[src/rtl/wais_pkg.sv]
`timescale 1ns / 1ps
// ----------------------------------------------------------------------------
// wais_pkg
// shared types and constants for the weapon arm interlock with pulse slew
// ----------------------------------------------------------------------------
package wais_pkg;

	localparam int THR_W   = 16;
	localparam int PULSE_W = 12;
	localparam int ADDR_W  = 5;
	localparam int DATA_W  = 32;
	localparam int REG_W   = 3;

	// register indexes, byte address is 4 * index
	localparam logic [REG_W-1:0] REG_ARM_THR   = 3'd0;
	localparam logic [REG_W-1:0] REG_REARM_THR = 3'd1;
	localparam logic [REG_W-1:0] REG_PULSE_MIN = 3'd2;
	localparam logic [REG_W-1:0] REG_PULSE_MAX = 3'd3;
	localparam logic [REG_W-1:0] REG_SLEW_STEP = 3'd4;

	// reset values
	localparam logic signed [THR_W-1:0] ARM_THR_RST   = 16'sd820;
	localparam logic signed [THR_W-1:0] REARM_THR_RST = 16'sd328;
	localparam logic [PULSE_W-1:0]      PULSE_MIN_RST = 12'd1000;
	localparam logic [PULSE_W-1:0]      PULSE_MAX_RST = 12'd2000;
	localparam logic [PULSE_W-1:0]      SLEW_STEP_RST = 12'd10;
	localparam logic [PULSE_W-1:0]      PREV_PULSE_RST = 12'd1000;

	typedef struct packed {
		logic                    arm_req;
		logic                    kill_req;
		logic                    link_ok;
		logic                    system_error;
		logic signed [THR_W-1:0] throttle;
	} in_item_t;

	typedef struct packed {
		logic [PULSE_W-1:0] pulse_us;
		logic               armed;
	} out_item_t;

endpackage

[src/rtl/weapon_arm_interlock_slew.sv]
`timescale 1ns / 1ps
// ----------------------------------------------------------------------------
// weapon_arm_interlock_slew
// arming interlock with throttle to esc pulse scaling and slew limiting
// ----------------------------------------------------------------------------
// usage
//   in channel (in_valid / in_ready / in_item) takes one update tick per item:
//   switches, link health, error flag and a signed throttle
//   out channel (out_valid / out_ready / out_item) returns one item per input
//   item, in order: the slew-limited pulse width and the armed flag
//   apb port sets thresholds, pulse range and slew step; write it only while
//   no item is in flight
// timing
//   three register stages: input register, arm decision and scaled target
//   (one multiply), then the slew step into the output register
//   out_valid rises once the item has passed the stage 2 and output registers;
//   one item per cycle sustained while out_ready stays high, since each state
//   loop (arm flag, held throttle, last pulse) closes within a single stage
// reset
//   arst_n clears the pipeline, disarms, clears the held throttle, puts the
//   last pulse at 1000 us and loads the register defaults
// stalls
//   each stage moves when the one after it is empty or moving, so the
//   pipeline keeps filling while a finished item waits at the output
// ----------------------------------------------------------------------------
module weapon_arm_interlock_slew #(
	parameter int THROTTLE_FRAC_BITS = 14
) (
	input  logic                               clk,
	input  logic                               arst_n,
	// item input
	input  logic                               in_valid,
	output logic                               in_ready,
	input  wais_pkg::in_item_t                 in_item,
	// item output
	output logic                               out_valid,
	input  logic                               out_ready,
	output wais_pkg::out_item_t                out_item,
	// configuration
	input  logic                               psel,
	input  logic                               penable,
	input  logic                               pwrite,
	input  logic [wais_pkg::ADDR_W-1:0]        paddr,
	input  logic [wais_pkg::DATA_W-1:0]        pwdata,
	output logic [wais_pkg::DATA_W-1:0]        prdata,
	output logic                               pready
);

	localparam int THR_W   = wais_pkg::THR_W;
	localparam int PULSE_W = wais_pkg::PULSE_W;
	localparam int T_W     = THROTTLE_FRAC_BITS + 1;
	localparam int PROD_W  = T_W + PULSE_W;
	localparam logic signed [THR_W-1:0] THR_ONE = THR_W'(1 << THROTTLE_FRAC_BITS);

	// ------------------------------------------------------------------
	// configuration registers
	// ------------------------------------------------------------------
	logic signed [THR_W-1:0] arm_thr_q;
	logic signed [THR_W-1:0] rearm_thr_q;
	logic [PULSE_W-1:0]      pulse_min_q;
	logic [PULSE_W-1:0]      pulse_max_q;
	logic [PULSE_W-1:0]      slew_step_q;
	logic                    cfg_wr;
	logic [wais_pkg::REG_W-1:0] cfg_idx;

	assign pready  = 1'b1;
	assign cfg_wr  = psel && penable && pwrite && pready;
	assign cfg_idx = paddr[wais_pkg::ADDR_W-1:2];

	always_ff @(posedge clk or negedge arst_n) begin
		if (!arst_n) begin
			arm_thr_q   <= wais_pkg::ARM_THR_RST;
			rearm_thr_q <= wais_pkg::REARM_THR_RST;
			pulse_min_q <= wais_pkg::PULSE_MIN_RST;
			pulse_max_q <= wais_pkg::PULSE_MAX_RST;
			slew_step_q <= wais_pkg::SLEW_STEP_RST;
		end else if (cfg_wr) begin
			unique case (cfg_idx)
				wais_pkg::REG_ARM_THR:   arm_thr_q   <= pwdata[THR_W-1:0];
				wais_pkg::REG_REARM_THR: rearm_thr_q <= pwdata[THR_W-1:0];
				wais_pkg::REG_PULSE_MIN: pulse_min_q <= pwdata[PULSE_W-1:0];
				wais_pkg::REG_PULSE_MAX: pulse_max_q <= pwdata[PULSE_W-1:0];
				wais_pkg::REG_SLEW_STEP: slew_step_q <= pwdata[PULSE_W-1:0];
				default: ; // unmapped addresses are ignored
			endcase
		end
	end

	// read back, thresholds sign extended
	always_comb begin
		unique case (cfg_idx)
			wais_pkg::REG_ARM_THR:
				prdata = {{(wais_pkg::DATA_W-THR_W){arm_thr_q[THR_W-1]}}, arm_thr_q};
			wais_pkg::REG_REARM_THR:
				prdata = {{(wais_pkg::DATA_W-THR_W){rearm_thr_q[THR_W-1]}}, rearm_thr_q};
			wais_pkg::REG_PULSE_MIN:
				prdata = {{(wais_pkg::DATA_W-PULSE_W){1'b0}}, pulse_min_q};
			wais_pkg::REG_PULSE_MAX:
				prdata = {{(wais_pkg::DATA_W-PULSE_W){1'b0}}, pulse_max_q};
			wais_pkg::REG_SLEW_STEP:
				prdata = {{(wais_pkg::DATA_W-PULSE_W){1'b0}}, slew_step_q};
			default:
				prdata = '0;
		endcase
	end

	// ------------------------------------------------------------------
	// pipeline flow control: a stage loads when it is empty or draining
	// ------------------------------------------------------------------
	logic v_s1, v_s2, out_v_q;
	logic adv_s1, adv_s2, adv_out;

	assign adv_out  = !out_v_q || out_ready;
	assign adv_s2   = !v_s2 || adv_out;
	assign adv_s1   = !v_s1 || adv_s2;
	assign in_ready = adv_s1;

	// ------------------------------------------------------------------
	// stage 1: input register
	// ------------------------------------------------------------------
	wais_pkg::in_item_t item_s1;

	always_ff @(posedge clk or negedge arst_n) begin
		if (!arst_n) begin
			v_s1 <= 1'b0;
		end else if (adv_s1) begin
			v_s1 <= in_valid;
		end
	end

	always_ff @(posedge clk) begin
		if (adv_s1 && in_valid) begin
			item_s1 <= in_item;
		end
	end

	// ------------------------------------------------------------------
	// stage 2: interlock decision and scaled target
	// ------------------------------------------------------------------
	logic                    arm_q;
	logic signed [THR_W-1:0] held_q;
	logic                    arm_nxt;
	logic signed [THR_W-1:0] held_nxt;
	logic                    unsafe;
	logic [T_W-1:0]          t_clamp;
	logic [PULSE_W-1:0]      range;
	logic [PROD_W-1:0]       prod;
	logic [PULSE_W-1:0]      target;
	logic [PULSE_W-1:0]      target_s2;
	logic                    armed_s2;
	logic                    ld_s2;

	assign ld_s2  = v_s1 && adv_s2;
	assign unsafe = !item_s1.arm_req || item_s1.kill_req ||
			!item_s1.link_ok || item_s1.system_error;

	always_comb begin
		arm_nxt  = arm_q;
		held_nxt = held_q;
		if (unsafe) begin
			// any unsafe input drops the arm and records the throttle
			arm_nxt  = 1'b0;
			held_nxt = item_s1.throttle;
		end else if (!arm_q) begin
			// hysteresis: disarmed above the arm ceiling needs the stricter
			// re-arm ceiling before arming again
			if (held_q > arm_thr_q) begin
				if (item_s1.throttle < rearm_thr_q) begin
					arm_nxt  = 1'b1;
					held_nxt = item_s1.throttle;
				end
			end else if (item_s1.throttle <= arm_thr_q) begin
				arm_nxt  = 1'b1;
				held_nxt = item_s1.throttle;
			end
		end
	end

	// clamp throttle to [0, 1.0]
	always_comb begin
		priority if (item_s1.throttle < 0) begin
			t_clamp = '0;
		end else if (item_s1.throttle > THR_ONE) begin
			t_clamp = THR_ONE[T_W-1:0];
		end else begin
			t_clamp = item_s1.throttle[T_W-1:0];
		end
	end

	// disarmed or inverted range collapses the target to the minimum
	assign range  = (arm_nxt && (pulse_max_q >= pulse_min_q)) ?
			(pulse_max_q - pulse_min_q) : '0;
	assign prod   = PROD_W'(t_clamp) * PROD_W'(range);
	assign target = pulse_min_q + prod[THROTTLE_FRAC_BITS +: PULSE_W];

	always_ff @(posedge clk or negedge arst_n) begin
		if (!arst_n) begin
			v_s2   <= 1'b0;
			arm_q  <= 1'b0;
			held_q <= '0;
		end else begin
			if (adv_s2) begin
				v_s2 <= v_s1;
			end
			if (ld_s2) begin
				arm_q  <= arm_nxt;
				held_q <= held_nxt;
			end
		end
	end

	always_ff @(posedge clk) begin
		if (ld_s2) begin
			target_s2 <= target;
			armed_s2  <= arm_nxt;
		end
	end

	// ------------------------------------------------------------------
	// stage 3: slew limit into the output register
	// ------------------------------------------------------------------
	logic [PULSE_W-1:0]      prev_q;
	logic [PULSE_W-1:0]      pulse_nxt;
	logic signed [PULSE_W:0] delta;
	logic signed [PULSE_W:0] step;
	logic                    ld_out;
	wais_pkg::out_item_t     out_q;

	assign ld_out = v_s2 && adv_out;
	assign delta  = $signed({1'b0, target_s2}) - $signed({1'b0, prev_q});
	assign step   = $signed({1'b0, slew_step_q});

	always_comb begin
		priority if (delta > step) begin
			pulse_nxt = prev_q + slew_step_q;
		end else if (delta < -step) begin
			pulse_nxt = prev_q - slew_step_q;
		end else begin
			pulse_nxt = target_s2;
		end
	end

	always_ff @(posedge clk or negedge arst_n) begin
		if (!arst_n) begin
			out_v_q <= 1'b0;
			prev_q  <= wais_pkg::PREV_PULSE_RST;
		end else begin
			if (adv_out) begin
				out_v_q <= v_s2;
			end
			if (ld_out) begin
				prev_q <= pulse_nxt;
			end
		end
	end

	always_ff @(posedge clk) begin
		if (ld_out) begin
			out_q.pulse_us <= pulse_nxt;
			out_q.armed    <= armed_s2;
		end
	end

	assign out_valid = out_v_q;
	assign out_item  = out_q;

endmodule

[config.mk]
export PLATFORM = sky130hd
export DESIGN_NAME = weapon_arm_interlock_slew
export DESIGN_NICKNAME = d
export VERILOG_FILES = /design/src/rtl/wais_pkg.sv /design/src/rtl/weapon_arm_interlock_slew.sv
export SDC_FILE = /design/constraint.sdc
export NUM_CORES = 1
export LEC_CHECK = 0
export ABC_AREA = 1
export BUFFER_PORTS_ARGS = -buffer_cell sky130_fd_sc_hd__buf_4
export CORE_UTILIZATION = 51
export DETAILED_ROUTE_END_ITERATION = 10
export PLACE_DENSITY = 0.69
export SLEW_MARGIN = 20
export SYNTH_ARGS = -nofsm -noshare
export SYNTH_HDL_FRONTEND = slang
export SYNTH_SLANG_ARGS = --single-unit
export TNS_END_PERCENT = 5
[constraint.sdc]
create_clock -name clk -period 10.2 [get_ports clk]
set_input_delay 1.02 -clock clk [delete_from_list [all_inputs] [get_ports clk]]
set_output_delay 1.02 -clock clk [all_outputs]
set_load 0.1 [all_outputs]
* Word level (Yosys, flattened, before mapping)
Cells that the tools add are included. W data, S select, Z words.
Operators by class: $add $sub $neg 6, eq/ne operators 6, muxes and demuxes 16, reduce and logical (&&, ||, !) cells 25, $lt $le $gt $ge 8, multiply operators 1
Operators by type and width (count):
- $pmux W32 S5 | 1
- $mux W16 | 5
- $mux W12 | 3
- $mux W15 | 2
- $mul A15 B12 Y26 | 1
- $add A12 B12 Y12 | 2
- $sub A12 B12 Y12 | 2
- $gt A16 B16 Y1 | 1
- $gt A16 B16 Y1 const B | 1
- $le A16 B16 Y1 | 1
- $lt A16 B1 Y1 const B | 1
- $lt A16 B16 Y1 | 1
- $gt A13 B13 Y1 | 1
- $lt A13 B13 Y1 | 1
- $neg A12 Y13 | 1
- $sub A12 B12 Y13 | 1
- $ge A12 B12 Y1 | 1
- $reduce_and A2 Y1 | 5
- $eq A3 B2 Y1 const B | 2
- $logic_and A1 B1 Y1 | 6
- $logic_or A1 B1 Y1 | 6
- $logic_not A1 Y1 | 5
- $mux W1 | 5
- $reduce_and A4 Y1 | 1
- 6 further kinds | 6
Storage, ports and cells: logic and storage cells 82, output and inout bits 48, flip-flop bits (word level) 146, input port bits 64

* Longest topological paths before layout
depth in word-level cells 9, depth in mapped cells 55, gate-level depth less buffers 54

* Least setup slack after synthesis
No wires, ideal clock.
kind register to register, start point register pulse_max_q[0], end point register target_s2[11], data pin, path buffers 0, stages on the path, launching flop included 45, data arrival time 7.644 ns, data required time 9.948 ns, clock period less this slack 7.896 ns, setup slack 2.304 ns, library setup time 0.252 ns, path through dfrtp_1 inv_1 ha_1 inv_1 fa_1 nand2_1 inv_1 nor2_1 o21bai_2 a21oi_1 nor2_1 nor2_1 nor2_1 nor2_1 xor2_1 nor2_4 clkinv_1 nor2_1 [9 not listed] o21ai_0 a21oi_1 nand2_2 xor2_1 ha_1 nand3_1 and2_1 o221ai_1 nand3_1 nand2_1 nand2_1 nand2_1 a21oi_1 xnor2_1 xor2_2 inv_1 nand2_1 nand2_1
Between the ends: word-level cells in the longest chain between the ends 5, elaborated cells between the ends (all ways) 6, those cells by class add/sub: 2; mul: 1; order compare: 1; mux: 1; reduce/logical: 1
Ends and longest elaborated chain:
- start, declared | RTL line weapon_arm_interlock_slew.sv:61 | logic [PULSE_W-1:0] pulse_max_q;
- start signal, assigned | RTL line weapon_arm_interlock_slew.sv:75 | pulse_max_q <= wais_pkg::PULSE_MAX_RST;
- start signal, assigned | RTL line weapon_arm_interlock_slew.sv:82 | wais_pkg::REG_PULSE_MAX: pulse_max_q <= pwdata[PULSE_W-1:0];
- $ge A12 B12 Y1 | RTL line weapon_arm_interlock_slew.sv:191 | assign range = (arm_nxt && (pulse_max_q >= pulse_min_q)) ?
- $logic_and A1 B1 Y1 | RTL line weapon_arm_interlock_slew.sv:191
- $mux W12 (*) | RTL line weapon_arm_interlock_slew.sv:191
- $mul A15 B12 Y26 (*) | RTL line weapon_arm_interlock_slew.sv:193 | assign prod = PROD_W'(t_clamp) * PROD_W'(range);
- $add A12 B12 Y12 (*) | RTL line weapon_arm_interlock_slew.sv:194 | assign target = pulse_min_q + prod[THROTTLE_FRAC_BITS +: PULSE_W];
- net target[11] | RTL line weapon_arm_interlock_slew.sv:148 | logic [PULSE_W-1:0] target;
- end signal, assigned | RTL line weapon_arm_interlock_slew.sv:214 | target_s2 <= target;
- end, declared | RTL line weapon_arm_interlock_slew.sv:149 | logic [PULSE_W-1:0] target_s2;
Mark *: on every way through the listed nets, which the timed path passes. The rest lies on a longest branch. A chain may end at the register's enable or synchronous reset.

* Worst setup path in the final report
start point register arm_thr_q[2], end point register target_s2[11], data pin
Between the ends: word-level cells in the longest chain between the ends 9, elaborated cells between the ends (all ways) 10, those cells by class add/sub: 1; mul: 1; order compare: 2; mux: 5; reduce/logical: 1
Ends and longest elaborated chain:
- start, declared | RTL line weapon_arm_interlock_slew.sv:58 | logic signed [THR_W-1:0] arm_thr_q;
- start signal, assigned | RTL line weapon_arm_interlock_slew.sv:72 | arm_thr_q <= wais_pkg::ARM_THR_RST;
- start signal, assigned | RTL line weapon_arm_interlock_slew.sv:79 | wais_pkg::REG_ARM_THR: arm_thr_q <= pwdata[THR_W-1:0];
- $le A16 B16 Y1 | RTL line weapon_arm_interlock_slew.sv:172 | end else if (item_s1.throttle <= arm_thr_q) begin
- $mux W1 | RTL line weapon_arm_interlock_slew.sv:172
- $mux W1 (*) | RTL line weapon_arm_interlock_slew.sv:167 | if (held_q > arm_thr_q) begin
- $mux W1 (*) | RTL line weapon_arm_interlock_slew.sv:164 | end else if (!arm_q) begin
- $mux W1 (*) | RTL line weapon_arm_interlock_slew.sv:160 | if (unsafe) begin
- net arm_nxt | RTL line weapon_arm_interlock_slew.sv:142 | logic arm_nxt;
- $logic_and A1 B1 Y1 (*) | RTL line weapon_arm_interlock_slew.sv:191
- $mux W12 (*) | RTL line weapon_arm_interlock_slew.sv:191
- $mul A15 B12 Y26 (*) | RTL line weapon_arm_interlock_slew.sv:193
- $add A12 B12 Y12 (*) | RTL line weapon_arm_interlock_slew.sv:194
- net target[11] | RTL line weapon_arm_interlock_slew.sv:148
Marked as above.

==> impl_metrics.env <==
export IMPL_tns_ns=0
export IMPL_cts_resized_gates=0
export IMPL_die_h_um=178.6
export IMPL_ys_warn_count=0
export IMPL_slowest_delay_ns=0.59
export IMPL_peakVddDrop_mv=0.1465
export IMPL_synth_edf_count=46
export IMPL_synthFlopType="dfrtp_1"
export IMPL_synth_top_cell_area_share=0.1675
export IMPL_fin_crit_ns=9.011
export IMPL_port_buffers=92
export IMPL_num_fill_cells=2756
export IMPL_tightest_slew_ns=1.020
export IMPL_power_density_nw_per_um2=208.7
export IMPL_cts_root_buffer="clkbuf_16"
export IMPL_drtAntennaViolNets=0
export IMPL_gp_congestion=0.9324
export IMPL_ctsHtreeMaxLevel=4
export IMPL_max_freq_mhz=111.0
export IMPL_critPathKind="flip-flop to flip-flop"
export IMPL_grt_ovfl_total=0
export IMPL_slowest_stage="fa_1"
export IMPL_wire_per_inst_um=16.68
export IMPL_min_delay_path_class="flip-flop to flip-flop"
export IMPL_post_cts_buffers=0
export IMPL_drt_vias_per_instance=5.354
export IMPL_num_rows=64
export IMPL_synth_top_cell_by_area="fa_1"
export IMPL_cts_buffer_depth=2
export IMPL_yosys_top_cells_area="fa_1 17%, ha_1 15%, dfrtp_1 11%"
export IMPL_slew_headroom=0.3176
export IMPL_track_usage=0.2729
export IMPL_routed_wl_mm=40.99
export IMPL_worst_setup_path_end_kind="flip-flop"
export IMPL_synth_most_common_cell="nand2_1"
export IMPL_leakage_nw=8.906
export IMPL_clk_pin_slew_worst_paths_ns=0.07
export IMPL_crit_top_cell="nand2_1"
export IMPL_dr_total_vias=13159
export IMPL_startpoint_type="flip-flop"
export IMPL_max_cap_violations=0
export IMPL_layout_setup_ws_ns=1.189
export IMPL_final_setup_viol_count=0
export IMPL_pre_cts_slack_ns=1.275
export IMPL_dr_pass1_iters=5
export IMPL_cts_num_sinks=146
export IMPL_rsz0062_at_grt="false"
export IMPL_synthTopCellsByCount="435 x nand2_1, 386 x inv_1, 188 x ha_1, 149 x o21ai_0, 135 x nor2_1"
export IMPL_final_nets=2434
export IMPL_hold_buffers=0
export IMPL_seq_area_frac_synth=0.2465
export IMPL_n_antenna_cell=0
export IMPL_num_io_pins=112
export IMPL_critPathMaxFanout=9
export IMPL_clk_latency_ns=0.43
export IMPL_ys_async_sr_fraction=0.6849
export IMPL_numCtsBuffers=17
export IMPL_crit_required_ns=10.39
export IMPL_drt_iter0_markers=789
export IMPL_core_area_sq_um=30590
export IMPL_drive_above_1_share=0.09893
export IMPL_syn_avg_cell_area_sq_um=8.033
export IMPL_synth_cell_types=58
export IMPL_die_area_sq_um=31880
export IMPL_grt_max_degree=77
export IMPL_final_period_utilization=0.8834
export IMPL_hold_viol_final=0
export IMPL_die_w_um=178.6
export IMPL_p_total_mw=3.647
export IMPL_status="finished clean"
export IMPL_antenna_found_initial=0
export IMPL_netlist_instances=1979
export IMPL_cts_tree="done"
export IMPL_dp_hpwl_mm=33.27
export IMPL_arrival_ns=9.20
export IMPL_first_global_vias=12975
export IMPL_syn_area_sq_um=15900
export IMPL_drc=0
export IMPL_slew_violations=0
export IMPL_syn_nets=2364
export IMPL_initial_core_util=0.5197
export IMPL_ys_seq_elements=146
export IMPL_grt_pass1_wl_mm=66.91
export IMPL_syn_to_final_growth_pct=9.917
export IMPL_timing_clock_skew_ns=0.01482
==> worst paths after layout <==
check | from | to | slack (ns) | cells after the start
worst max-delay path | arm_thr_q[2] | target_s2[11] | 1.19 | 48
worst min-delay path | armed_s2 | out_item[0] | 0.42 | 0
worst max register to register | arm_thr_q[2] | target_s2[11] | 1.19 | 48
worst min register to register | armed_s2 | out_item[0] | 0.42 | 0
max in group asynchronous | arst_n | prev_q[11] | 8.41 | 2
min in group asynchronous | arst_n | held_q[12] | 0.48 | 1
==> cells by family after synthesis <==
| group | after synthesis | share of synthesized area |
|---|---|---|
| compound gates | 323 | 0.1143 |
| buf+inv | 448 | 0.1109 |
| fa+ha+maj | 321 | 0.3155 |
| other cells | 1 | 0.0002359 |
| flops | 146 | 0.2465 |
| simple gates | 673 | 0.1747 |
| mux | 1 | 0.0006297 |
| xor+xnor | 66 | 0.03731 |
==> where the power goes <==
group          total, mW  internal [mW]  switching, mW
Combinational       2.10          0.683           1.41
Clock              0.604          0.327          0.277
Sequential         0.948          0.819          0.129
==> state kept, by name (all words and copies together) (netlist names), 12 cells and up <==
signal	cells
arm_thr_q	16
item_s1	20
prev_q	12
slew_step_q	12
pulse_min_q	12
target_s2	12
pulse_max_q	12
held_q	16
rearm_thr_q	16
out_item	13
==> metrics by stage <==
stage / utilization / instance area (sq um) / hold slack (ns) / cells
after floorplan: - / 15900 / 0.4003 / 1979
after global placement: 0.5527 / 16910 / 0.4072 / 2426
after detailed placement: 0.5527 / 16910 / 0.4072 / 2426
after CTS: 0.5710 / 17470 / 0.4213 / 2458
after global routing: 0.5712 / 17470 / 0.4334 / 2458
final: 0.5712 / 17470 / 0.4207 / 2458
==> per-layer routing <==
metal / vias up / part of all wire / GRT usage / routed length (um)
li1: 6390 / - / - / -
met1: 6286 / 0.45 / 0.3783 / 18580
met2: 419 / 0.47 / 0.4417 / 19100
met3: 64 / 0.054 / 0.03367 / 2232
met4: 0 / 0.026 / 0.08934 / 1083
met5: - / 0 / 0 / 0
==> layout make-up <==
type                    count  area [sq um]  share of cell area
well taps                 396         495.5             0.02836
multi-input cells        1385         10230              0.5856
flip-flops and latches    146          3919              0.2243
inverters                 395          1486             0.08507
repair buffers            104         780.7             0.04468
clock buffers              19         442.9             0.02535
clock inverters            13         116.4            0.006660
==> layout by cell type, fill, tap and decap left out, drive strengths merged, types with 19 or more instances in the layout <==
| cell | n |
|---|---|
| buf | 104 |
| xor2 | 52 |
| dfrtp | 72 |
| fa | 133 |
| nand3 | 42 |
| nor3 | 22 |
| dfstp | 28 |
| clkbuf | 19 |
| o21ai | 164 |
| nor2 | 143 |
| ha | 188 |
| a21oi | 101 |
| inv | 401 |
| nand2 | 441 |
| edfxtp | 46 |
==> worst max-delay path: cells and delay by family, from the launching register on <==
kind            cells  cell delay (ns)
flops               1             0.53
fa+ha+maj           8             3.63
compound gates      3             0.48
xor+xnor            3             0.57
buf+inv             7             0.76
simple gates       27             2.81
Note: power is estimated with default switching activity, not from simulation.
